==> config.mk <==
export PLATFORM = sky130hd
export DESIGN_NAME = ipv4_address_descending_sorter_flat
export DESIGN_NICKNAME = d
export VERILOG_FILES = /design/src/rtl/core/ipv4s_pkg.sv /design/src/rtl/core/ipv4s_if.sv /design/src/rtl/core/ipv4s_ram.sv /design/src/rtl/core/ipv4_address_descending_sorter.sv /design/src/flat_wrapper.sv
export SDC_FILE = /design/constraint.sdc
export NUM_CORES = 2
export LEC_CHECK = 0
export CAP_MARGIN = 25
export CELL_PAD_IN_SITES_DETAIL_PLACEMENT = 2
export CELL_PAD_IN_SITES_GLOBAL_PLACEMENT = 2
export CORE_ASPECT_RATIO = 1.4
export CORE_MARGIN = 2
export CORE_UTILIZATION = 45
export CTS_BUF_LIST = sky130_fd_sc_hd__clkbuf_4 sky130_fd_sc_hd__clkbuf_8 sky130_fd_sc_hd__clkbuf_16
export DETAILED_ROUTE_END_ITERATION = 6
export DONT_BUFFER_PORTS = 1
export PLACE_DENSITY_LB_ADDON = 0.1
export SLEW_MARGIN = 20
export SYNTH_ARGS = -nofsm -noshare
export SYNTH_HDL_FRONTEND = slang
export SYNTH_HIERARCHICAL = 1
export SYNTH_SLANG_ARGS = --single-unit
==> constraint.sdc <==
create_clock -name clk -period 10.3 [get_ports clk]
set_input_delay 0 -clock clk [delete_from_list [all_inputs] [get_ports clk]]
set_output_delay 0 -clock clk [all_outputs]
set_load 0.05 [all_outputs]
==> src/rtl/core/ipv4s_pkg.sv <==
`timescale 1ns / 1ps
// ----------------------------------------------------------------------------
// ipv4s_pkg
// Shared constants and types for the descending address sorter.
// ----------------------------------------------------------------------------
package ipv4s_pkg;

  localparam int CAPACITY = 64;
  localparam int ADDR_W   = 32;
  localparam int IDX_W    = $clog2(CAPACITY);
  localparam int CNT_W    = $clog2(CAPACITY + 1);

  typedef logic [ADDR_W-1:0] addr_t;
  typedef logic [IDX_W-1:0]  idx_t;
  typedef logic [CNT_W-1:0]  cnt_t;

  typedef enum logic [1:0] {
    ST_LOAD,
    ST_SCAN,
    ST_DRAIN,
    ST_EMIT
  } state_t;

endpackage

==> src/rtl/core/ipv4s_if.sv <==
`timescale 1ns / 1ps
// ----------------------------------------------------------------------------
// ipv4s_in_if / ipv4s_out_if
// Valid/ready channels for address items and sorted result items.
// ----------------------------------------------------------------------------
interface ipv4s_in_if;
  logic                   valid;
  logic                   ready;
  ipv4s_pkg::addr_t       address;
  logic                   last;

  modport source (output valid, output address, output last, input ready);
  modport sink   (input valid, input address, input last, output ready);
endinterface

interface ipv4s_out_if;
  logic                   valid;
  logic                   ready;
  ipv4s_pkg::addr_t       sorted_address;
  logic                   last_res;
  logic                   overflow;

  modport source (output valid, output sorted_address, output last_res,
                  output overflow, input ready);
  modport sink   (input valid, input sorted_address, input last_res,
                  input overflow, output ready);
endinterface

==> src/rtl/core/ipv4s_ram.sv <==
`timescale 1ns / 1ps
// ----------------------------------------------------------------------------
// ipv4s_ram
// Generic simple dual-port RAM, one write port, one registered read port.
// ----------------------------------------------------------------------------
module ipv4s_ram #(
  parameter int WIDTH = 32,
  parameter int DEPTH = 64
) (
  input  logic                     clk,
  input  logic                     we,
  input  logic [$clog2(DEPTH)-1:0] wr_addr,
  input  logic [WIDTH-1:0]         wr_data,
  input  logic [$clog2(DEPTH)-1:0] rd_addr,
  output logic [WIDTH-1:0]         rd_data
);

  logic [WIDTH-1:0] mem [DEPTH];

  always_ff @(posedge clk) begin
    if (we) begin
      mem[wr_addr] <= wr_data;
    end
    rd_data <= mem[rd_addr];
  end

endmodule

==> src/rtl/core/ipv4_address_descending_sorter.sv <==
`timescale 1ns / 1ps
// ----------------------------------------------------------------------------
// ipv4_address_descending_sorter
// Collects a set of IPv4 addresses and returns them in descending order.
// ----------------------------------------------------------------------------
// Addresses are loaded one item per cycle into a 64-entry store until the
// item marked last arrives; addresses beyond the store's capacity are dropped
// and every result of that set then carries overflow. After the last item the
// block does a selection sort in place: each pass reads the remaining entries
// through the store's single read port into one 32-bit comparator, emits the
// largest and moves the pass's first entry into the freed slot. Each pass
// scans from its first entry to the last stored one, then a drain state takes
// the final read before the result is offered. No item is taken until the last
// result is delivered. The store needs no clearing after reset.
module ipv4_address_descending_sorter (
  input  logic              clk,
  input  logic              rst_n,
  ipv4s_in_if.sink          in_ch,
  ipv4s_out_if.source       out_ch
);
  import ipv4s_pkg::*;

  state_t state_r, state_nxt;
  cnt_t   cnt_r, cnt_nxt;
  logic   drop_r, drop_nxt;
  idx_t   p_r, p_nxt;          // first slot of the unsorted region
  idx_t   rd_idx_r, rd_idx_nxt;
  logic   pend_v_r, pend_v_nxt;
  idx_t   pend_idx_r, pend_idx_nxt;
  addr_t  best_r, best_nxt;
  idx_t   best_idx_r, best_idx_nxt;
  addr_t  first_r, first_nxt;

  logic   ram_we;
  idx_t   ram_wr_addr;
  addr_t  ram_wr_data;
  addr_t  ram_rd_data;

  logic   in_acc, out_acc, scan_end, emit_last, has_room;

  assign in_acc    = in_ch.valid && in_ch.ready;
  assign out_acc   = out_ch.valid && out_ch.ready;
  assign scan_end  = CNT_W'(rd_idx_r) == (cnt_r - CNT_W'(1));
  assign emit_last = CNT_W'(p_r) == (cnt_r - CNT_W'(1));
  assign has_room  = cnt_r < CNT_W'(CAPACITY);

  ipv4s_ram #(
    .WIDTH (ADDR_W),
    .DEPTH (CAPACITY)
  ) u_store (
    .clk     (clk),
    .we      (ram_we),
    .wr_addr (ram_wr_addr),
    .wr_data (ram_wr_data),
    .rd_addr (rd_idx_r),
    .rd_data (ram_rd_data)
  );

  // next state
  always_comb begin
    state_nxt = state_r;
    unique case (state_r)
      ST_LOAD: begin
        if (in_acc && in_ch.last) state_nxt = ST_SCAN;
      end
      ST_SCAN: begin
        if (scan_end) state_nxt = ST_DRAIN;
      end
      ST_DRAIN: begin
        state_nxt = ST_EMIT;
      end
      ST_EMIT: begin
        if (out_acc) state_nxt = emit_last ? ST_LOAD : ST_SCAN;
      end
      default: state_nxt = ST_LOAD;
    endcase
  end

  // outputs
  always_comb begin
    in_ch.ready           = (state_r == ST_LOAD);
    out_ch.valid          = (state_r == ST_EMIT);
    out_ch.sorted_address = best_r;
    out_ch.last_res       = emit_last;
    out_ch.overflow       = drop_r;
    ram_we                = 1'b0;
    ram_wr_addr           = best_idx_r;
    ram_wr_data           = first_r;
    if (state_r == ST_LOAD) begin
      ram_we      = in_acc && has_room;
      ram_wr_addr = idx_t'(cnt_r);
      ram_wr_data = in_ch.address;
    end else if (state_r == ST_EMIT) begin
      // the emitted slot takes the pass's first entry
      ram_we = out_acc;
    end
  end

  // datapath
  always_comb begin
    cnt_nxt      = cnt_r;
    drop_nxt     = drop_r;
    p_nxt        = p_r;
    rd_idx_nxt   = rd_idx_r;
    pend_v_nxt   = (state_r == ST_SCAN);
    pend_idx_nxt = rd_idx_r;
    best_nxt     = best_r;
    best_idx_nxt = best_idx_r;
    first_nxt    = first_r;

    if (pend_v_r) begin
      if (pend_idx_r == p_r) begin
        first_nxt    = ram_rd_data;
        best_nxt     = ram_rd_data;
        best_idx_nxt = pend_idx_r;
      end else if (ram_rd_data > best_r) begin
        best_nxt     = ram_rd_data;
        best_idx_nxt = pend_idx_r;
      end
    end

    unique case (state_r)
      ST_LOAD: begin
        if (in_acc) begin
          if (has_room) cnt_nxt = cnt_r + CNT_W'(1);
          else          drop_nxt = 1'b1;
          p_nxt      = '0;
          rd_idx_nxt = '0;
        end
      end
      ST_SCAN: begin
        if (!scan_end) rd_idx_nxt = rd_idx_r + idx_t'(1);
      end
      ST_DRAIN: begin
      end
      ST_EMIT: begin
        if (out_acc) begin
          if (emit_last) begin
            cnt_nxt  = '0;
            drop_nxt = 1'b0;
          end else begin
            p_nxt      = p_r + idx_t'(1);
            rd_idx_nxt = p_r + idx_t'(1);
          end
        end
      end
      default: begin
      end
    endcase
  end

  always_ff @(posedge clk) begin
    if (!rst_n) begin
      state_r  <= ST_LOAD;
      cnt_r    <= '0;
      drop_r   <= 1'b0;
      pend_v_r <= 1'b0;
    end else begin
      state_r  <= state_nxt;
      cnt_r    <= cnt_nxt;
      drop_r   <= drop_nxt;
      pend_v_r <= pend_v_nxt;
    end
  end

  always_ff @(posedge clk) begin
    p_r        <= p_nxt;
    rd_idx_r   <= rd_idx_nxt;
    pend_idx_r <= pend_idx_nxt;
    best_r     <= best_nxt;
    best_idx_r <= best_idx_nxt;
    first_r    <= first_nxt;
  end

  a_cnt_bound: assert property (@(posedge clk) disable iff (!rst_n)
    cnt_r <= CNT_W'(CAPACITY))
    else $error("stored count above capacity");

  a_drop_on_full: assert property (@(posedge clk) disable iff (!rst_n)
    (in_acc && !has_room) |=> drop_r)
    else $error("full store did not flag a dropped address");

  a_pend_in_scan: assert property (@(posedge clk) disable iff (!rst_n)
    pend_v_r |-> (state_r == ST_SCAN || state_r == ST_DRAIN))
    else $error("read data pending outside a scan");

  a_emit_nonempty: assert property (@(posedge clk) disable iff (!rst_n)
    (state_r == ST_EMIT) |-> (CNT_W'(p_r) < cnt_r))
    else $error("emitting past the stored entries");

  a_last_clears: assert property (@(posedge clk) disable iff (!rst_n)
    (out_acc && emit_last) |=> (cnt_r == '0 && !drop_r && state_r == ST_LOAD))
    else $error("set not cleared after its final result");

endmodule
==> src/flat_wrapper.sv <==
// flat-port wrapper written by rule: the top's interface ports become plain ports
module ipv4_address_descending_sorter_flat import ipv4s_pkg::*;
  (clk, rst_n, in_ch_valid, in_ch_address, in_ch_last, in_ch_ready, out_ch_valid, out_ch_sorted_address, out_ch_last_res, out_ch_overflow, out_ch_ready);
  ipv4s_in_if in_ch_i ();
  ipv4s_out_if out_ch_i ();
  input  logic clk;
  input  logic rst_n;
  input wire logic [$bits(in_ch_i.valid)-1:0] in_ch_valid;
  input wire logic [$bits(in_ch_i.address)-1:0] in_ch_address;
  input wire logic [$bits(in_ch_i.last)-1:0] in_ch_last;
  output wire logic [$bits(in_ch_i.ready)-1:0] in_ch_ready;
  output wire logic [$bits(out_ch_i.valid)-1:0] out_ch_valid;
  output wire logic [$bits(out_ch_i.sorted_address)-1:0] out_ch_sorted_address;
  output wire logic [$bits(out_ch_i.last_res)-1:0] out_ch_last_res;
  output wire logic [$bits(out_ch_i.overflow)-1:0] out_ch_overflow;
  input wire logic [$bits(out_ch_i.ready)-1:0] out_ch_ready;
  assign in_ch_i.valid = in_ch_valid;
  assign in_ch_i.address = in_ch_address;
  assign in_ch_i.last = in_ch_last;
  assign in_ch_ready = in_ch_i.ready;
  assign out_ch_valid = out_ch_i.valid;
  assign out_ch_sorted_address = out_ch_i.sorted_address;
  assign out_ch_last_res = out_ch_i.last_res;
  assign out_ch_overflow = out_ch_i.overflow;
  assign out_ch_i.ready = out_ch_ready;
  ipv4_address_descending_sorter u_core (.clk(clk), .rst_n(rst_n), .in_ch(in_ch_i), .out_ch(out_ch_i));
endmodule
== After elaboration in Yosys (flattened, before gate mapping) ==
Memories as Yosys holds them, arrays and structs flattened. A register that Yosys moved wholly into a read port is not among the register bits.
Cells that the tools add are included.

* Add/subtract/negate cells: 4
* Order comparisons: 2
* Equality and inequality tests: 15
* Mux-type cells: 31
* Reduce and logical (&&, ||, !) cells: 15

{| class="wikitable"
|+ Operator list
! cell !! number
|-
| 2-to-1 mux 32 bit || 3
|-
| 2-to-1 mux 6 bit || 7
|-
| greater-than comparator 32 bit || 1
|-
| 2-to-1 mux 7 bit || 4
|-
| inequality test 2 bit, second input constant || 9
|-
| case mux 6 bit (3 select lines) || 1
|-
| AND reduction 5 bit || 3
|-
| equality test 6 x 7 -> 1 bit || 2
|-
| case mux 7 bit (2 select lines) || 1
|-
| adder 6 x 1 -> 6 bit, second input constant || 2
|-
| case mux 6 bit (2 select lines) || 1
|-
| 2-to-1 mux 1 bit || 9
|-
| case mux 2 bit (4 select lines) || 1
|-
| adder 7 x 1 -> 7 bit, second input constant || 1
|-
| less-than comparator 7 bit, second input constant || 1
|-
| subtractor 7 x 1 -> 7 bit, second input constant || 1
|-
| equality test 6 bit || 1
|-
| 2-to-1 mux 2 bit || 3
|-
| equality test 2 bit, second input constant || 2
|-
| logical AND 1 bit || 4
|-
| AND reduction 2 bit || 2
|-
| AND reduction 4 bit || 1
|-
| nonzero test 2 bit || 2
|-
| AND reduction 3 bit || 1
|-
| 4 further kinds || 4
|}

* Flip-flop bits (word level): 99
* Bits in writable memories: 2,048
* Input bits: 37
* Output and inout bits: 36
* Memories: 1

{| class="wikitable"
|+ Memory list
! name !! words !! bits a word !! rd ports !! clocked after Yosys merged registers in !! wr ports !! RTL line !! text
|-
| u_core.u_store.mem || 64 || 32 || 1 || 1 || 1 || ipv4s_ram.sv:18 || <nowiki>logic [WIDTH-1:0] mem [DEPTH];</nowiki>
|}

== Longest topological paths before layout ==
* Word-level depth: 6
* Gate-level depth with buffers: 10

== By module ==
Netlist, hierarchy kept.

{| class="wikitable"
|+ By module, submodules not included
! module !! instances !! cells an instance !! area each (sq um) !! seq. area each (sq um)
|-
| ipv4s_ram || 1 || 3,324 || 78,515.3 || 62,139.6
|-
| ipv4_address_descending_sorter || 1 || 423 || 5,200.0 || 2,802.7
|}

== Least setup slack after synthesis ==
No wires, ideal clock.

* Path kind: reg2reg
* From: reg u_core.p_r[2]
* To: reg u_core.best_idx_r[0] (enable)
* Library setup time: 0.381 ns
* Arrival: 4.815 ns
* Data required time: 9.919 ns
* Setup slack: 5.104 ns
* Cell stages (with the launch flop): 6
* Path buffers: 1
* Period minus slack after synthesis: 5.196 ns
* Cell sequence: edfxtp_1 -> clkbuf_1 -> xnor2_1 -> nand4_1 -> nor4_1 -> a31o_2

* Word-level cells in the longest chain between the ends: 3

{| class="wikitable"
|+ RTL lines
! element !! RTL line !! text
|-
| start, declared || ipv4_address_descending_sorter.sv:26 || <nowiki>idx_t p_r, p_nxt;</nowiki>
|-
| start signal, assigned || ipv4_address_descending_sorter.sv:167 || <nowiki>p_r <= p_nxt;</nowiki>
|-
| equality test 6 bit || ipv4_address_descending_sorter.sv:112 || <nowiki>if (pend_idx_r == p_r) begin</nowiki>
|-
| nonzero test 2 bit (no line) || - ||
|-
| AND reduction 2 bit (no line) || - ||
|-
| end signal, assigned || ipv4_address_descending_sorter.sv:171 || <nowiki>best_idx_r <= best_idx_nxt;</nowiki>
|-
| end, declared || ipv4_address_descending_sorter.sv:31 || <nowiki>idx_t best_idx_r, best_idx_nxt;</nowiki>
|}

No other way between the ends.
A chain may end at the register's enable or synchronous reset.

==> results.yml <==
synthesis:
  synth_cell_type_count: 63
  number_of_enable_type_register_cells_in_the_synthesized_netlist: 2130
  ys_async_sr_fraction: 0
  ys_seq_elements: 2179
  post_synth_main_area_contributors: "edfxtp_1 (76%), mux4_2 (15%), dfxtp_1 (1.2%)"
  yosys_warnings: 6
  synth.net_count: 3823
  cells_after_synth: 3747
  synth_top_cell_area_share: 0.764
  syn_area_per_cell_um2: 22.3
  post_synth_instance_area_um2: 83700
  netlist.top_cell.by_area: "edfxtp_1"
  synth_seq_area_share: 0.776
  synth_flop_cell: "edfxtp_1"
setup_path:
  timing.critical_path.from_type: "flop"
  worst-endpoint-arrival_ps: 5370
  worst_setup_path_endpoint: "u_core/u_store/rd_data[29]$_DFF_P_"
  worstSetupPathType: "reg -> reg"
  timing.critical_path.cells: "buf_4, buf_4, mux4_2, mux4_2, o22ai_1, nor2_1"
  critical_path_required_ps: 10990
  number_of_buffers_and_inverters_on_the_critical_path: 2
  timing.rr.start: "u_core/pend_idx_nxt[0]$_DFFE_PP_"
  worst-path-max-fanout: 37
  reg2regPathDepth: 6
  worst_path_dominant_cell_family: "buffers and inverters"
  critical_path_depth: 6
  timing.critical_path.slowest_cell_delay_ps: 870
  timing.critical_path.to_type: "flop"
  worstReg2RegEnd: "u_core/u_store/rd_data[29]$_DFF_P_"
  reg2reg_setup_slack_ps: 5620
  slowest_stage: "edfxtp_1"
  timing.critical_path.from: "u_core/pend_idx_nxt[0]$_DFFE_PP_"
clock_tree:
  cts_max_path_buffers: 3
  cts.sink_count: 2179
  cts_tree: "yes"
  cts_hold_buffers_added: 14
  number_of_gates_resized_after_cts: 0
  postCtsSetupRepairBufs: 0
  numCtsBuffers: 203
  clock_insertion_delay_worst_skew_ps: 880
  clk_transition_reported_paths_ps: 70
  ctsHtreeMaxLevel: 4
  cts-root-buf: "clkbuf_16"
finish:
  ff_latch_area_um2: 64900
  post_route_cells_drive_above_1_share: 0.282
  final_cells: 6556
  fillCellCount: 15700
  areaGrowthSynthToFinish_pct: 13.2
  nNetsFinal: 3990
  multi_input_comb_area_um2: 18200
flow_run:
  maxCapViolations: 0
sta:
  timing.final.ws_setup_ps: 5620
  period_share: 0.455
  finalHoldViolations: 0
  final-max-slew-violation-count: 0
  finClkSkew_ps: 40.2
  grt_setup_unrepaired: "false"
  fin_tns_setup_ps: 0
  fmax_mhz: 213
  final_period_minus_worst_setup_slack_ps: 4680
  setup-violations-final: 0
  tightest_slew_ps: 1210
  worst_slew_margin_rel: 0.172
place:
  post-place-ws_ps: 5420
  post-place-cells: 6147
  finalWeightedCongestion: 0.822
  hpwl_um: 161000
  place.port_buffers: 0
outcome:
  result_of_the_run: "finished clean"
route:
  vias_per_cell: 6.41
  postRouteWirelength_um: 280000
  drt-wirelength-per-cell_um: 42.7
  drc: 0
  first_pass_iters: 7
  route.vias.total: 42000
  initialDrtViolationCount: 5411
  route.antenna.remaining_nets: 0
power:
  power_density_nw_per_um2: 296
  fin_total_pwr_mw: 28.0
  vdd.ir_drop.worst_v: 0.000204
  power_leakage_nw: 29.4
hold_path:
  worstHoldStart: "in_ch_address[18]"
  hold_path_class: "in -> reg"
die:
  die_area_um2: 190000
  fp.dieH_um: 514
  start_util: 0.452
  die_w_um: 369
  core.rowCount: 187
  core_area_um2: 185000
  num_io_pins: 73
global_route:
  grt_pass1_wl_um: 387000
  grt_max_degree: 96
  first_global_vias: 45200
  antenna_found_initial: 26
  globalRoute.totalOverflow: 0
  total_global_route_track_usage: 0.298
synthesized netlist by cell type (7+ instances only):
| library cell | count |
|---|---|
| mux2i_1 | 96 |
| xor2_1 | 15 |
| inv_1 | 40 |
| xnor2_1 | 14 |
| o22ai_1 | 90 |
| nor3_1 | 14 |
| buf_4 | 25 |
| a311oi_1 | 8 |
| dfxtp_1 | 49 |
| a21oi_1 | 75 |
| buf_2 | 59 |
| nand4_1 | 7 |
| edfxtp_1 | 2130 |
| ha_1 | 39 |
| nor2b_1 | 16 |
| nand2_1 | 52 |
| and2_1 | 11 |
| nor2_1 | 156 |
| a22oi_1 | 12 |
| o221ai_1 | 30 |
| buf_1 | 23 |
| clkbuf_1 | 86 |
| mux2_2 | 38 |
| nand2b_1 | 10 |
| mux4_2 | 544 |
| o21ai_0 | 9 |
| nand3_1 | 14 |
per-stage QoR:
| step | area [um2] | hold slack, ps | util |
|---|---|---|---|
| 2_1_floorplan | 83700 | 148 | - |
| 3_3_place_gp | 87300 | 120 | 0.472 |
| 3_5_place_dp | 87900 | 129 | 0.475 |
| 4_1_cts | 94600 | 3.17 | 0.511 |
| 5_1_grt | 94700 | 52.3 | 0.512 |
| 6_report | 94800 | 53.3 | 0.512 |
registers in the layout, summed over array words and instances (netlist names):
register,cells
u_core/u_store/mem,2048
u_core/pend_idx_r,6
u_core/out_ch.overflow,1
u_core/out_ch.sorted_address,32
u_core/p_r,6
u_core/best_idx_r,6
u_core/state_r,2
u_core/first_r,32
u_core/pend_v_r,1
u_core/u_store/rd_data,32
u_core/pend_idx_nxt,6
u_core/cnt_r,7
area by class of cell:
type / count / share of cell area
flip-flops and latches: 2179 / 0.685
diodes: 11 / 0.000290
multi-input cells: 1329 / 0.192
clock inverters: 119 / 0.0107
repair buffers: 161 / 0.0183
inverters: 40 / 0.00158
clock buffers: 260 / 0.0593
well taps: 2457 / 0.0324
per-layer routing:
layer  part of all wire  vias to the layer above  GRT usage  routed length (um)
li1                   -                    16100          -                   -
met1               0.37                    23400      0.375              104000
met2               0.51                     1994      0.513              144000
met3              0.067                      472     0.0480               18700
met4              0.046                        8      0.126               12900
met5            0.00020                        -          0                  57
logic make-up (layout without fill, tap and decap cells):
group | count (synthesis) | after routing | share of synthesized area
compound gates | 267 | 267 | 0.0213
xor+xnor | 31 | 31 | 0.00350
fa+ha+maj | 39 | 39 | 0.00583
buf+inv | 239 | 580 | 0.0133
flops | 2179 | 2179 | 0.776
mux | 678 | 678 | 0.163
other cells | 0 | 11 | 0
simple gates | 314 | 314 | 0.0175
cells in the final DEF (no fill, tap or decap), types with 15 or more instances in the layout:
cell / netlist / layout
o22ai_1: 90 / 89
clkbuf_16: 0 / 207
xor2_1: 15 / 15
dlygate4sd3_1: 0 / 15
mux2_2: 38 / 31
ha_1: 39 / 38
buf_12: 0 / 17
buf_4: 25 / 112
nor2b_1: 16 / 15
clkinv_1: 0 / 41
nand2_1: 52 / 51
o221ai_1: 30 / 30
mux2i_1: 96 / 96
a21oi_1: 75 / 75
nor2_4: 1 / 63
edfxtp_1: 2130 / 2130
clkbuf_4: 0 / 47
clkinv_2: 0 / 43
mux4_2: 544 / 544
nor2_1: 156 / 93
inv_1: 40 / 40
dfxtp_1: 49 / 49
power by group:
part | leakage (nW) | internal (mW) | switching, mW | total [mW]
Combinational | 6.47 | 2.93 | 5.83 | 8.76
Sequential | 19.6 | 11.1 | 0.482 | 11.6
Clock | 3.32 | 4.19 | 3.49 | 7.68
Total | 29.4 | 18.2 | 9.80 | 28.0
how the worst min path moves through the flow:
stage	endpoint	slack, ps	cells after the start
6_report	u_core/u_store/mem[47][18]$_DFFE_PP_	50	1
3_3_place_gp	u_core/cnt_r[6]$_SDFFE_PN0P_	120	1
4_1_cts	u_core/u_store/mem[39][2]$_DFFE_PP_	3	2
5_1_grt	u_core/u_store/mem[40][6]$_DFFE_PP_	50	2
2_1_floorplan	u_core/state_r[1]$_SDFFE_PN0P_	150	2
3_5_place_dp	u_core/cnt_r[6]$_SDFFE_PN0P_	130	1
No activity file was read; power rests on OpenSTA's default activity.
